File: src/hw/rtl/plcr_pkg.sv
package plcr_pkg;

  // Field widths of the streaming payloads.
  localparam int unsigned DataW  = 32;
  localparam int unsigned IndexW = 5;
  localparam int unsigned SlotW  = 2;

  // A page number is the address with its low twelve offset bits dropped,
  // which is the same as masking with 0xFFFFF000.
  localparam int unsigned PageLsb = 12;
  localparam int unsigned VpnW    = DataW - PageLsb;

  // Number of frame fields carried by every result.
  localparam int unsigned OutFrames = 4;

  // Input and output tdata widths, rounded up to whole bytes.
  localparam int unsigned InBits  = IndexW + DataW + DataW;
  localparam int unsigned InTdW   = ((InBits + 7) / 8) * 8;
  localparam int unsigned OutBits = 1 + 1 + SlotW + OutFrames * DataW;
  localparam int unsigned OutTdW  = ((OutBits + 7) / 8) * 8;

  typedef enum logic {
    OP_LOAD   = 1'b0,
    OP_ACCESS = 1'b1
  } op_e;

  // Status that the page-table scanner reports to the frame logic.
  typedef struct packed {
    logic              clearing;
    logic              done;
    logic              found;
    logic [DataW-1:0]  page;
  } scan_status_t;

endpackage

File: src/hw/rtl/plcr_pt_scan.sv
// Page-table memory with its clearing pass, load writes and a pipelined
// first-match scan (one entry read per cycle, each compared in the cycle after its read).
module plcr_pt_scan #(
  parameter int unsigned PT_ENTRIES = 32
) (
  input  logic                              clk_i,
  input  logic                              rst_ni,
  input  logic                              wr_en_i,
  input  logic [plcr_pkg::IndexW-1:0]       wr_index_i,
  input  logic [plcr_pkg::DataW-1:0]        wr_value_i,
  input  logic                              start_i,
  input  logic [plcr_pkg::VpnW-1:0]         vpn_i,
  output plcr_pkg::scan_status_t            status_o
);

  localparam int unsigned AW = $clog2(PT_ENTRIES);
  localparam int unsigned CW = $clog2(PT_ENTRIES + 1);
  localparam int unsigned IW = (AW > plcr_pkg::IndexW) ? AW : plcr_pkg::IndexW;

  typedef enum logic [1:0] {
    S_CLEAR,
    S_IDLE,
    S_SCAN
  } state_e;

  state_e                        state_q;
  logic [CW-1:0]                 cnt_q;
  logic                          rvalid_q;
  logic                          rlast_q;
  logic [plcr_pkg::DataW-1:0]    rdata_q;
  logic [plcr_pkg::VpnW-1:0]     vpn_q;
  logic                          done_q;
  logic                          found_q;
  logic [plcr_pkg::DataW-1:0]    page_q;

  logic [plcr_pkg::DataW-1:0]    mem_q [PT_ENTRIES];

  logic [IW-1:0]                 wr_idx_ext;
  logic                          wr_in_range;
  logic                          mem_we;
  logic [AW-1:0]                 mem_waddr;
  logic [plcr_pkg::DataW-1:0]    mem_wdata;
  logic                          mem_re;
  logic                          is_last;
  logic                          match;

  assign wr_idx_ext  = IW'(wr_index_i);
  assign wr_in_range = {1'b0, wr_idx_ext} < (IW + 1)'(PT_ENTRIES);
  assign is_last     = cnt_q == CW'(PT_ENTRIES - 1);

  always_comb begin
    mem_we    = 1'b0;
    mem_waddr = wr_idx_ext[AW-1:0];
    mem_wdata = wr_value_i;
    if (state_q == S_CLEAR) begin
      mem_we    = 1'b1;
      mem_waddr = cnt_q[AW-1:0];
      mem_wdata = '0;
    end else if (wr_en_i && wr_in_range) begin
      mem_we = 1'b1;
    end
  end

  assign mem_re = (state_q == S_SCAN) && (cnt_q != CW'(PT_ENTRIES));
  assign match  = rdata_q[plcr_pkg::DataW-1:plcr_pkg::PageLsb] == vpn_q;

  always_ff @(posedge clk_i) begin
    if (mem_we) begin
      mem_q[mem_waddr] <= mem_wdata;
    end
    if (mem_re) begin
      rdata_q <= mem_q[cnt_q[AW-1:0]];
    end
  end

  always_ff @(posedge clk_i or negedge rst_ni) begin
    if (!rst_ni) begin
      state_q  <= S_CLEAR;
      cnt_q    <= '0;
      rvalid_q <= 1'b0;
      rlast_q  <= 1'b0;
      vpn_q    <= '0;
      done_q   <= 1'b0;
      found_q  <= 1'b0;
      page_q   <= '0;
    end else begin
      done_q <= 1'b0;
      unique case (state_q)
        S_CLEAR: begin
          if (is_last) begin
            cnt_q   <= '0;
            state_q <= S_IDLE;
          end else begin
            cnt_q <= cnt_q + CW'(1);
          end
        end
        S_IDLE: begin
          if (start_i) begin
            vpn_q    <= vpn_i;
            cnt_q    <= '0;
            rvalid_q <= 1'b0;
            rlast_q  <= 1'b0;
            state_q  <= S_SCAN;
          end
        end
        S_SCAN: begin
          if (mem_re) begin
            cnt_q    <= cnt_q + CW'(1);
            rvalid_q <= 1'b1;
            rlast_q  <= is_last;
          end else begin
            rvalid_q <= 1'b0;
          end
          if (rvalid_q) begin
            if (match) begin
              done_q  <= 1'b1;
              found_q <= 1'b1;
              page_q  <= rdata_q;
              state_q <= S_IDLE;
            end else if (rlast_q) begin
              done_q  <= 1'b1;
              found_q <= 1'b0;
              state_q <= S_IDLE;
            end
          end
        end
        default: state_q <= S_IDLE;
      endcase
    end
  end

  assign status_o.clearing = state_q == S_CLEAR;
  assign status_o.done     = done_q;
  assign status_o.found    = found_q;
  assign status_o.page     = page_q;

endmodule

File: src/hw/rtl/page_lookup_clock_replacement.sv
// Page lookup with clock (second chance) frame replacement. After reset the
// page table is swept to zero, one entry per cycle, and no item is accepted
// during that pass. A load item (tuser = 0) writes one page-table entry and
// gives no result; a load to a slot at or beyond PT_ENTRIES is dropped. An
// access item (tuser = 1) scans the page-table memory for the first entry
// whose upper 20 bits match the address, reading one entry per cycle
// through its single read port; the scan ends early on a match. The matched
// page then either hits a resident frame or runs the clock hand, one frame
// per cycle, until it places the page. The result is then loaded into the
// output register once the output is free, and only after that can the next
// item be taken, so one item is in work at a time. Each access returns
// exactly one result transfer with the fault and hit flags, the frame
// holding the page and the contents of frames 0 to 3 (zero means empty, and
// frames beyond FRAMES read as zero). When no entry matches, the result
// flags a fault and nothing in the block changes.
module page_lookup_clock_replacement #(
  parameter int unsigned PT_ENTRIES = 32,
  parameter int unsigned FRAMES     = 4
) (
  input  logic                             clk_i,
  input  logic                             rst_ni,
  // Input stream.
  input  logic                             s_axis_tvalid_i,
  output logic                             s_axis_tready_o,
  // tdata from bit 0 up: entry_index[4:0], entry_value[31:0],
  // access_address[31:0], zero fill.
  input  logic [plcr_pkg::InTdW-1:0]       s_axis_tdata_i,
  // tuser: op (0 = load, 1 = access).
  input  logic                             s_axis_tuser_i,
  // Result stream.
  output logic                             m_axis_tvalid_o,
  input  logic                             m_axis_tready_i,
  // tdata from bit 0 up: fault, hit, frame_slot[1:0], frame_zero[31:0],
  // frame_one[31:0], frame_two[31:0], frame_three[31:0], zero fill.
  output logic [plcr_pkg::OutTdW-1:0]      m_axis_tdata_o
);

  localparam int unsigned FW = $clog2(FRAMES);
  localparam int unsigned DW = plcr_pkg::DataW;

  typedef enum logic [1:0] {
    S_IDLE,
    S_LOOKUP,
    S_PLACE,
    S_DONE
  } state_e;

  // Unpack the input item.
  logic [plcr_pkg::IndexW-1:0] in_index;
  logic [DW-1:0]               in_value;
  logic [DW-1:0]               in_address;
  plcr_pkg::op_e               in_op;

  assign in_index   = s_axis_tdata_i[plcr_pkg::IndexW-1:0];
  assign in_value   = s_axis_tdata_i[plcr_pkg::IndexW +: DW];
  assign in_address = s_axis_tdata_i[plcr_pkg::IndexW + DW +: DW];
  assign in_op      = plcr_pkg::op_e'(s_axis_tuser_i);

  state_e                  state_q;
  logic [DW-1:0]           page_q;
  logic [DW-1:0]           frames_q [FRAMES];
  logic [FRAMES-1:0]       use_q;
  logic [FW-1:0]           hand_q;
  logic                    fault_q;
  logic                    hit_q;
  logic [FW-1:0]           where_q;
  logic                    out_valid_q;
  logic [plcr_pkg::OutTdW-1:0] out_data_q;

  plcr_pkg::scan_status_t  scan_status;
  logic                    in_fire;
  logic                    out_free;

  assign s_axis_tready_o = (state_q == S_IDLE) && !scan_status.clearing;
  assign in_fire         = s_axis_tvalid_i && s_axis_tready_o;
  assign out_free        = !out_valid_q || m_axis_tready_i;

  // The page-table memory and its scan sit in their own unit.
  plcr_pt_scan #(
    .PT_ENTRIES (PT_ENTRIES)
  ) u_pt_scan (
    .clk_i      (clk_i),
    .rst_ni     (rst_ni),
    .wr_en_i    (in_fire && (in_op == plcr_pkg::OP_LOAD)),
    .wr_index_i (in_index),
    .wr_value_i (in_value),
    .start_i    (in_fire && (in_op == plcr_pkg::OP_ACCESS)),
    .vpn_i      (in_address[DW-1:plcr_pkg::PageLsb]),
    .status_o   (scan_status)
  );

  // Resident check: the lowest frame holding the page wins. An empty frame
  // holds zero, so a page value of zero hits the first empty frame.
  logic          hit_any;
  logic [FW-1:0] hit_idx;

  always_comb begin
    hit_any = 1'b0;
    hit_idx = '0;
    for (int k = FRAMES - 1; k >= 0; k--) begin
      if (frames_q[k] == page_q) begin
        hit_any = 1'b1;
        hit_idx = FW'(k);
      end
    end
  end

  logic [FW-1:0] hand_next;
  assign hand_next = (hand_q == FW'(FRAMES - 1)) ? '0 : hand_q + FW'(1);

  // Frames reported in the result; those beyond FRAMES read as zero.
  logic [DW-1:0] out_frame [plcr_pkg::OutFrames];

  for (genvar g = 0; g < plcr_pkg::OutFrames; g++) begin : g_out_frame
    if (g < FRAMES) begin : g_used
      assign out_frame[g] = frames_q[g];
    end else begin : g_unused
      assign out_frame[g] = '0;
    end
  end

  always_ff @(posedge clk_i or negedge rst_ni) begin
    if (!rst_ni) begin
      state_q     <= S_IDLE;
      page_q      <= '0;
      for (int k = 0; k < FRAMES; k++) begin
        frames_q[k] <= '0;
      end
      use_q       <= '0;
      hand_q      <= '0;
      fault_q     <= 1'b0;
      hit_q       <= 1'b0;
      where_q     <= '0;
      out_valid_q <= 1'b0;
      out_data_q  <= '0;
    end else begin
      // In S_DONE the output register is reloaded instead, so valid stays high.
      if (out_valid_q && m_axis_tready_i && (state_q != S_DONE)) begin
        out_valid_q <= 1'b0;
      end
      unique case (state_q)
        S_IDLE: begin
          if (in_fire && (in_op == plcr_pkg::OP_ACCESS)) begin
            state_q <= S_LOOKUP;
          end
        end
        S_LOOKUP: begin
          if (scan_status.done) begin
            if (scan_status.found) begin
              page_q  <= scan_status.page;
              state_q <= S_PLACE;
            end else begin
              fault_q <= 1'b1;
              hit_q   <= 1'b0;
              where_q <= '0;
              state_q <= S_DONE;
            end
          end
        end
        S_PLACE: begin
          fault_q <= 1'b0;
          if (hit_any) begin
            use_q[hit_idx] <= 1'b1;
            hit_q          <= 1'b1;
            where_q        <= hit_idx;
            state_q        <= S_DONE;
          end else if (use_q[hand_q]) begin
            // Second chance: clear the use bit and move on.
            use_q[hand_q] <= 1'b0;
            hand_q        <= hand_next;
          end else begin
            frames_q[hand_q] <= page_q;
            use_q[hand_q]    <= 1'b1;
            hit_q            <= 1'b0;
            where_q          <= hand_q;
            hand_q           <= hand_next;
            state_q          <= S_DONE;
          end
        end
        S_DONE: begin
          if (out_free) begin
            out_valid_q <= 1'b1;
            out_data_q  <= plcr_pkg::OutTdW'({out_frame[3], out_frame[2], out_frame[1],
                                              out_frame[0], plcr_pkg::SlotW'(where_q),
                                              hit_q, fault_q});
            state_q     <= S_IDLE;
          end
        end
        default: state_q <= S_IDLE;
      endcase
    end
  end

  assign m_axis_tvalid_o = out_valid_q;
  assign m_axis_tdata_o  = out_data_q;

endmodule

File: config.mk
export PLATFORM = sky130hd
export DESIGN_NAME = page_lookup_clock_replacement
export DESIGN_NICKNAME = d
export VERILOG_FILES = /design/src/hw/rtl/plcr_pkg.sv /design/src/hw/rtl/plcr_pt_scan.sv /design/src/hw/rtl/page_lookup_clock_replacement.sv
export SDC_FILE = /design/constraint.sdc
export NUM_CORES = 2
export LEC_CHECK = 0
export BUFFER_PORTS_ARGS = -buffer_cell sky130_fd_sc_hd__buf_2
export CAP_MARGIN = 30
export CORE_MARGIN = 2
export CORE_UTILIZATION = 60
export DETAILED_ROUTE_END_ITERATION = 12
export GPL_TIMING_DRIVEN = 0
export PLACE_DENSITY = 0.76
export SLEW_MARGIN = 40
export SYNTH_ARGS = -nofsm -noshare
export SYNTH_HDL_FRONTEND = slang
export SYNTH_SLANG_ARGS = --single-unit
File: constraint.sdc
create_clock -name clk_i -period 4.66 [get_ports clk_i]
set_clock_uncertainty 0.1 [all_clocks]
set_input_delay 0.932 -clock clk_i [delete_from_list [all_inputs] [get_ports clk_i]]
set_output_delay 0.932 -clock clk_i [all_outputs]
set_load 0.03 [all_outputs]
* After elaboration in Yosys (flattened, before gate mapping)
Memories as Yosys holds them, arrays and structs flattened. A register that Yosys moved wholly into a read port is not among the register bits.
Index checks and enable logic that the tools add are counted.
** Storage, ports and cells
- Register bits after elaboration :: 369
- Bits in writable memories :: 1024
- Input bits :: 77
- Output and inout bits :: 138
- Memories kept :: 1
** Memory list
- u_pt_scan.mem_q :: depth 32, width 32, rd ports 1, clocked after Yosys merged registers in 1, wr ports 1, line plcr_pt_scan.sv:36 : logic [plcr_pkg::DataW-1:0] mem_q [PT_ENTRIES];
** Operators by class
- Add/subtract/negate cells :: 2
- Magnitude comparators :: 6
- Equal/unequal tests :: 24
- Muxes and demuxes :: 70
- Bitwise logic cells :: 8
- Reductions and logical operators :: 33
** Operators by type and width (count)
- 128-bit bitwise mux :: 1
- 32-bit == test :: 4
- 32-bit demux with 2-bit select :: 1
- 32-bit two-way mux :: 2
- 2-bit two-way mux :: 19
- 1-bit two-way mux :: 30
- 3-bit AND reduction :: 7
- 20-bit == test :: 1
- 6-bit two-way mux :: 3
- 6-bit one-hot mux with 3 select lines :: 1
- 2-bit by 1-bit inequality test with 1-bit output, second input constant :: 6
- 4-bit AND reduction :: 3
- 1-bit logical AND :: 10
- 2-bit == test, second input constant :: 4
- 4-bit two-way mux :: 2
- 4-bit OR :: 2
- 1-bit one-hot mux with 2 select lines :: 4
- 2-bit one-hot mux with 4 select lines :: 1
- 2-bit AND reduction :: 4
- 6-bit by 1-bit adder with 6-bit output, second input constant :: 1
- 6-bit by 5-bit == test with 1-bit output, second input constant :: 1
- 2-bit by 3-bit less-than comparator with 1-bit output, second input constant :: 2
- 2-bit inequality test, second input constant :: 3
- 6-bit inequality test, second input constant :: 1
- other kinds (21) :: 30

* Longest topological paths before layout
- Word-level depth :: 11
- Gate-level depth with buffers :: 11
- Depth with buffers taken out :: 8

* By module
A second synthesis with hierarchy kept.
** Unflattened totals
- Cell total of the unflattened synthesis :: 2716
- Area total of the unflattened synthesis :: 56898.3 um^2
** By module, submodules not included
- plcr_pt_scan :: times used 1, cells each 1796, area each 43015.0 um^2
- page_lookup_clock_replacement :: times used 1, cells each 920, area each 13883.3 um^2

* Worst setup path before layout
No wires, ideal clock.
- Path kind :: register to register
- From :: reg u_pt_scan.state_q[0]
- To :: mem u_pt_scan.mem_q[0][0] in the netlist's numbering, enable pin
- Setup time :: 0.421 ns
- Arrival time :: 3.114 ns
- Data required time :: 4.139 ns
- Setup slack :: 1.025 ns
- Stages on the path, launching flop included :: 8
- Path buffers :: 2
- Clock period less this slack :: 3.635 ns
- Cell sequence :: dfrtp_1 inv_1 ha_1 clkbuf_1 buf_1 mux2i_1 nand2_1 nor2_1
** On the way
- Word-level cells in the longest chain between the ends :: 9
- Elaborated cells between the ends (all ways) :: 10
** Ends and longest elaborated chain
- start, declared :: line plcr_pt_scan.sv:26 : state_e state_q;
- start signal, assigned :: line plcr_pt_scan.sv:78 : state_q <= S_CLEAR;
- start signal, assigned :: line plcr_pt_scan.sv:92 : state_q <= S_IDLE;
- start signal, assigned :: line plcr_pt_scan.sv:103 : state_q <= S_SCAN;
- 2-bit zero test * :: line plcr_pt_scan.sv:55, plcr_pt_scan.sv:132
- 1-bit zero test :: line page_lookup_clock_replacement.sv:74 : assign s_axis_tready_o = (state_q == S_IDLE) && !scan_status.clearing;
- 1-bit logical AND :: line page_lookup_clock_replacement.sv:74
- 1-bit logical AND :: line page_lookup_clock_replacement.sv:75 : assign in_fire = s_axis_tvalid_i && s_axis_tready_o;
- 1-bit logical AND :: line page_lookup_clock_replacement.sv:84 : .wr_en_i (in_fire && (in_op == plcr_pkg::OP_LOAD)),
- 1-bit two-way mux :: line plcr_pt_scan.sv:59 : end else if (wr_en_i && wr_in_range) begin
- 1-bit two-way mux :: line plcr_pt_scan.sv:55 : if (state_q == S_CLEAR) begin
- 1-bit two-way mux :: line plcr_pt_scan.sv:68 : if (mem_we) begin
- 1-bit two-way mux (implied by the code) :: line plcr_pt_scan.sv:69 : mem_q[mem_waddr] <= mem_wdata;
- end, declared :: line plcr_pt_scan.sv:36
Every way passes the cells marked *; elsewhere a longest branch is shown, timed or not.

* Worst setup path in the final report
- From :: reg u_pt_scan.cnt_q[1]
- To :: mem u_pt_scan.mem_q[14][21] in the netlist's numbering, enable pin
** On the way
- Word-level cells in the longest chain between the ends :: 1
** Ends and longest elaborated chain
- start, declared :: line plcr_pt_scan.sv:27 : logic [CW-1:0] cnt_q;
- start signal, assigned :: line plcr_pt_scan.sv:94 : cnt_q <= cnt_q + CW'(1);
- start signal, assigned :: line plcr_pt_scan.sv:108 : cnt_q <= cnt_q + CW'(1);
- 5-bit two-way mux :: line plcr_pt_scan.sv:55
No other way between the ends.

==> results.sh <==
export IMPL_pre_cts_ws_ns=0.198
export IMPL_yosys_area_share_simple=0.0191
export IMPL_synth_compound_area_frac=0.00519
export IMPL_crit_type="reg2reg"
export IMPL_path_cells="clkbuf_1, clkbuf_1, clkbuf_1, nand2_1, o41ai_1, nand2_1, nor2_4, buf_8, buf_8, buf_8"
export IMPL_async_flop_share=0.259
export IMPL_synth_xor_area_frac=0.0230
export IMPL_grt_pass1_wl_um=219000
export IMPL_critPathTopFamily="buffers and inverters"
export IMPL_wl_per_cell_um=33.5
export IMPL_routed_wl_um=151000
export IMPL_drt_iter0_drc=4115
export IMPL_powerDensity_nw_per_um2=524
export IMPL_post_route_period_util=1.01
export IMPL_cp_end_kind="register"
export IMPL_setup_violations=19
export IMPL_crit_path_start_kind="register"
export IMPL_clock_path_buffers=3
export IMPL_arrival_ns=5.07
export IMPL_grt_busiest_layer="met2"
export IMPL_synthAdderAreaFrac=0.00332
export IMPL_worstSkewPairLatency_ns=0.77
export IMPL_die_width_um=311
export IMPL_cp_required_ns=5.01
export IMPL_setup_slack_ns=-0.0668
export IMPL_netlist_area_leader_share=0.562
export IMPL_antenna_found_initial=16
export IMPL_report_final_slew_viol_count=0
export IMPL_cpMaxStageDelayCell="nand2_1"
export IMPL_cap_violations=0
export IMPL_worst_hold_slack_ns=0.325
export IMPL_syn_to_final_growth_pct=17.1
export IMPL_overflow=0
export IMPL_dp_hpwl_um=97500
export IMPL_synth_top_area_cell="edfxtp_1"
export IMPL_yosys_register_bits=1425
export IMPL_yosysUniqueCellTypes=51
export IMPL_slew_limit_headroom=0.404
export IMPL_nets=3238
export IMPL_cts_reportedPaths_clkPinSlew_ns=0.06
export IMPL_synthMuxAreaShare=0.208
export IMPL_rsz0062_at_grt="yes"
export IMPL_drtPass1Iterations=5
export IMPL_yosys_warnings=0
export IMPL_grt_max_degree=81
export IMPL_core_um2=93300
export IMPL_placementRows=112
export IMPL_grt_pass1_vias=31200
export IMPL_fin_cells=4509
export IMPL_vias=29700
export IMPL_placedCellCount=4255
export IMPL_synth_area_um2=56500
export IMPL_final_antenna_net_count=0
export IMPL_synth_edf_count=1056
export IMPL_grtUsageMet1=0.401
export IMPL_synth_avg_cell_area_um2=20.8
export IMPL_slowest_delay_ns=0.69
export IMPL_ir_worst_vdd_mv=0.612
export IMPL_synthTopCellsByArea="edfxtp_1 (56%), dfrtp_1 (16%), mux4_2 (13%), mux2_2 (7.0%), xnor2_1 (2.0%)"
export IMPL_cts_root_buf="clkbuf_16"
export IMPL_cts_htree_levels=4
export IMPL_synth_top_family_by_area="multiplexers"
export IMPL_drc=0
export IMPL_finalPower_mw=34.7
export IMPL_violations="negative setup slack"
export IMPL_cts_sinks=1425
export IMPL_vias_per_cell=6.58
export IMPL_grt_use_met3=0.0668
export IMPL_use_met2=0.540
export IMPL_drive_above_1_share=0.423
export IMPL_p_leak_nw=24.6
export IMPL_tightest_slew_ns=0.891
export IMPL_ys_seq_area_frac=0.725
export IMPL_initial_core_util=0.605
export IMPL_globalplace_congestion=0.946
export IMPL_cts_setup_buffers=0
export IMPL_dieArea_um2=96600
export IMPL_grt_use_total=0.319
export IMPL_cts_inserted_buffers=141
export IMPL_status="complete, but fails checks"
export IMPL_fillCellCount=5327
export IMPL_die_h_um=311
export IMPL_hold_viol_final=0
export IMPL_utilization=0.708
export IMPL_clock_fmax_mhz=212
export IMPL_cts_tree="built"
export IMPL_syn_instance_count=2715
export IMPL_pin_count=215
export IMPL_ff2ff_setup_slack_ns=-0.07
export IMPL_hold_path_class="in2reg"
export IMPL_ys_flop_type="edfxtp_1"
export IMPL_min_period_ns=4.73
export IMPL_critPathMaxFanout=10
export IMPL_port_buffers=195
export IMPL_path_buf_inv=6
what timing repair did:
action,CTS,global route
setup endpoints to repair,1,16
hold buffers,1,0
resized for setup,2,0
hold endpoints to repair,43,0
gates cloned,0,0
cells in the mapped netlist, types with 4 or more instances:
cell type and instances:
a21oi_1 8, a22o_1 4, buf_1 14, buf_2 39, buf_4 19, buf_6 14
clkbuf_1 68, dfrtp_1 369, edfxtp_1 1056, ha_1 15, inv_1 16, mux2_2 351
mux2_4 30, mux2i_1 6, mux4_2 321, nand2_1 38, nand2b_1 5, nand3_1 6
nand4_1 33, nor2_1 48, nor2b_1 35, nor4_1 9, o21ai_0 19, xnor2_1 128
xor2_1 20
sequential cells by signal, indices dropped and copies added, names as in the netlist, 6 cells and up, named ones only:
name	flops
u_pt_scan.vpn_q	20
u_pt_scan.cnt_q	6
u_pt_scan.rdata_q	32
frames_q	128
u_pt_scan.page_q	32
page_q	32
m_axis_tdata_o	132
u_pt_scan.mem_q	1024
where the power goes:
| group | internal (mW) | switching [mW] | total [mW] |
|---|---|---|---|
| registers | 15.0 | 0.273 | 15.3 |
| logic | 3.19 | 4.86 | 8.05 |
| clock network | 6.46 | 4.88 | 11.3 |
worst paths after layout:
path                                                           to  depth (start not counted)                      startpoint
worst max-delay path            u_pt_scan.mem_q[14][21]$_DFFE_PP_                         10  u_pt_scan.cnt_q[1]$_DFFE_PN0P_
min in group asynchronous          m_axis_tdata_o[18]$_DFFE_PN0P_                          2                          rst_ni
worst min-delay path              u_pt_scan.vpn_q[19]$_DFFE_PN0P_                          2              s_axis_tdata_i[68]
max in group asynchronous                   page_q[8]$_DFFE_PN0P_                          4                          rst_ni
worst min register to register    u_pt_scan.page_q[6]$_DFFE_PN0P_                          1  u_pt_scan.rdata_q[6]$_DFFE_PP_
worst max register to register  u_pt_scan.mem_q[14][21]$_DFFE_PP_                         10  u_pt_scan.cnt_q[1]$_DFFE_PN0P_
cell families after synthesis:
logic type | after synthesis
AND/OR/NAND/NOR | 196
AO/OA/AOI/OAI | 46
buffers and inverters | 173
XOR/XNOR | 148
adder cells (fa/ha/maj) | 15
flip-flops | 1425
multiplexers | 711
other | 1
cells in the final DEF (no fill, tap or decap), types with 16 or more instances in the layout:
master and count:
clkbuf_1 66, dfrtp_1 369, buf_4 21, clkbuf_2 33, buf_8 33, clkinv_2 20, xor2_1 20, inv_1 16
o21ai_0 19, clkbuf_16 144, nor2b_4 32, xnor2_1 128, mux2_2 351, nand4_1 33, buf_2 237, buf_16 54
mux2_4 30, edfxtp_1 1056, nor2_4 33, mux4_2 321, nand2_1 38
final cells by class:
| type | count | area, um2 | share of cell area |
|---|---|---|---|
| diodes | 3 | 7.51 | 0.000114 |
| repair buffers | 285 | 2990 | 0.0452 |
| clock inverters | 61 | 663 | 0.0100 |
| inverters | 16 | 60.1 | 0.000908 |
| multi-input cells | 1120 | 15100 | 0.228 |
| clock buffers | 188 | 3890 | 0.0588 |
| plain buffers | 157 | 913 | 0.0138 |
| flip-flops and latches | 1425 | 40900 | 0.619 |
| well taps | 1254 | 1570 | 0.0237 |
layer usage:
| layer | up-vias | wire (um) |
|---|---|---|
| li1 | 11700 | - |
| met1 | 15500 | 52000 |
| met2 | 2053 | 77400 |
| met3 | 427 | 14500 |
| met4 | 10 | 7110 |
| met5 | - | 61 |
metrics by stage:
stage / setup TNS, ns / instance area [um2]
after detailed placement: 0 / 61500
after global placement: -2804.10 / 59000
after global routing: -0.856 / 66100
final: -0.732 / 66100
after floorplan: 0 / 56500
after CTS: 0 / 66100
Power figures use the tool's default switching activity.
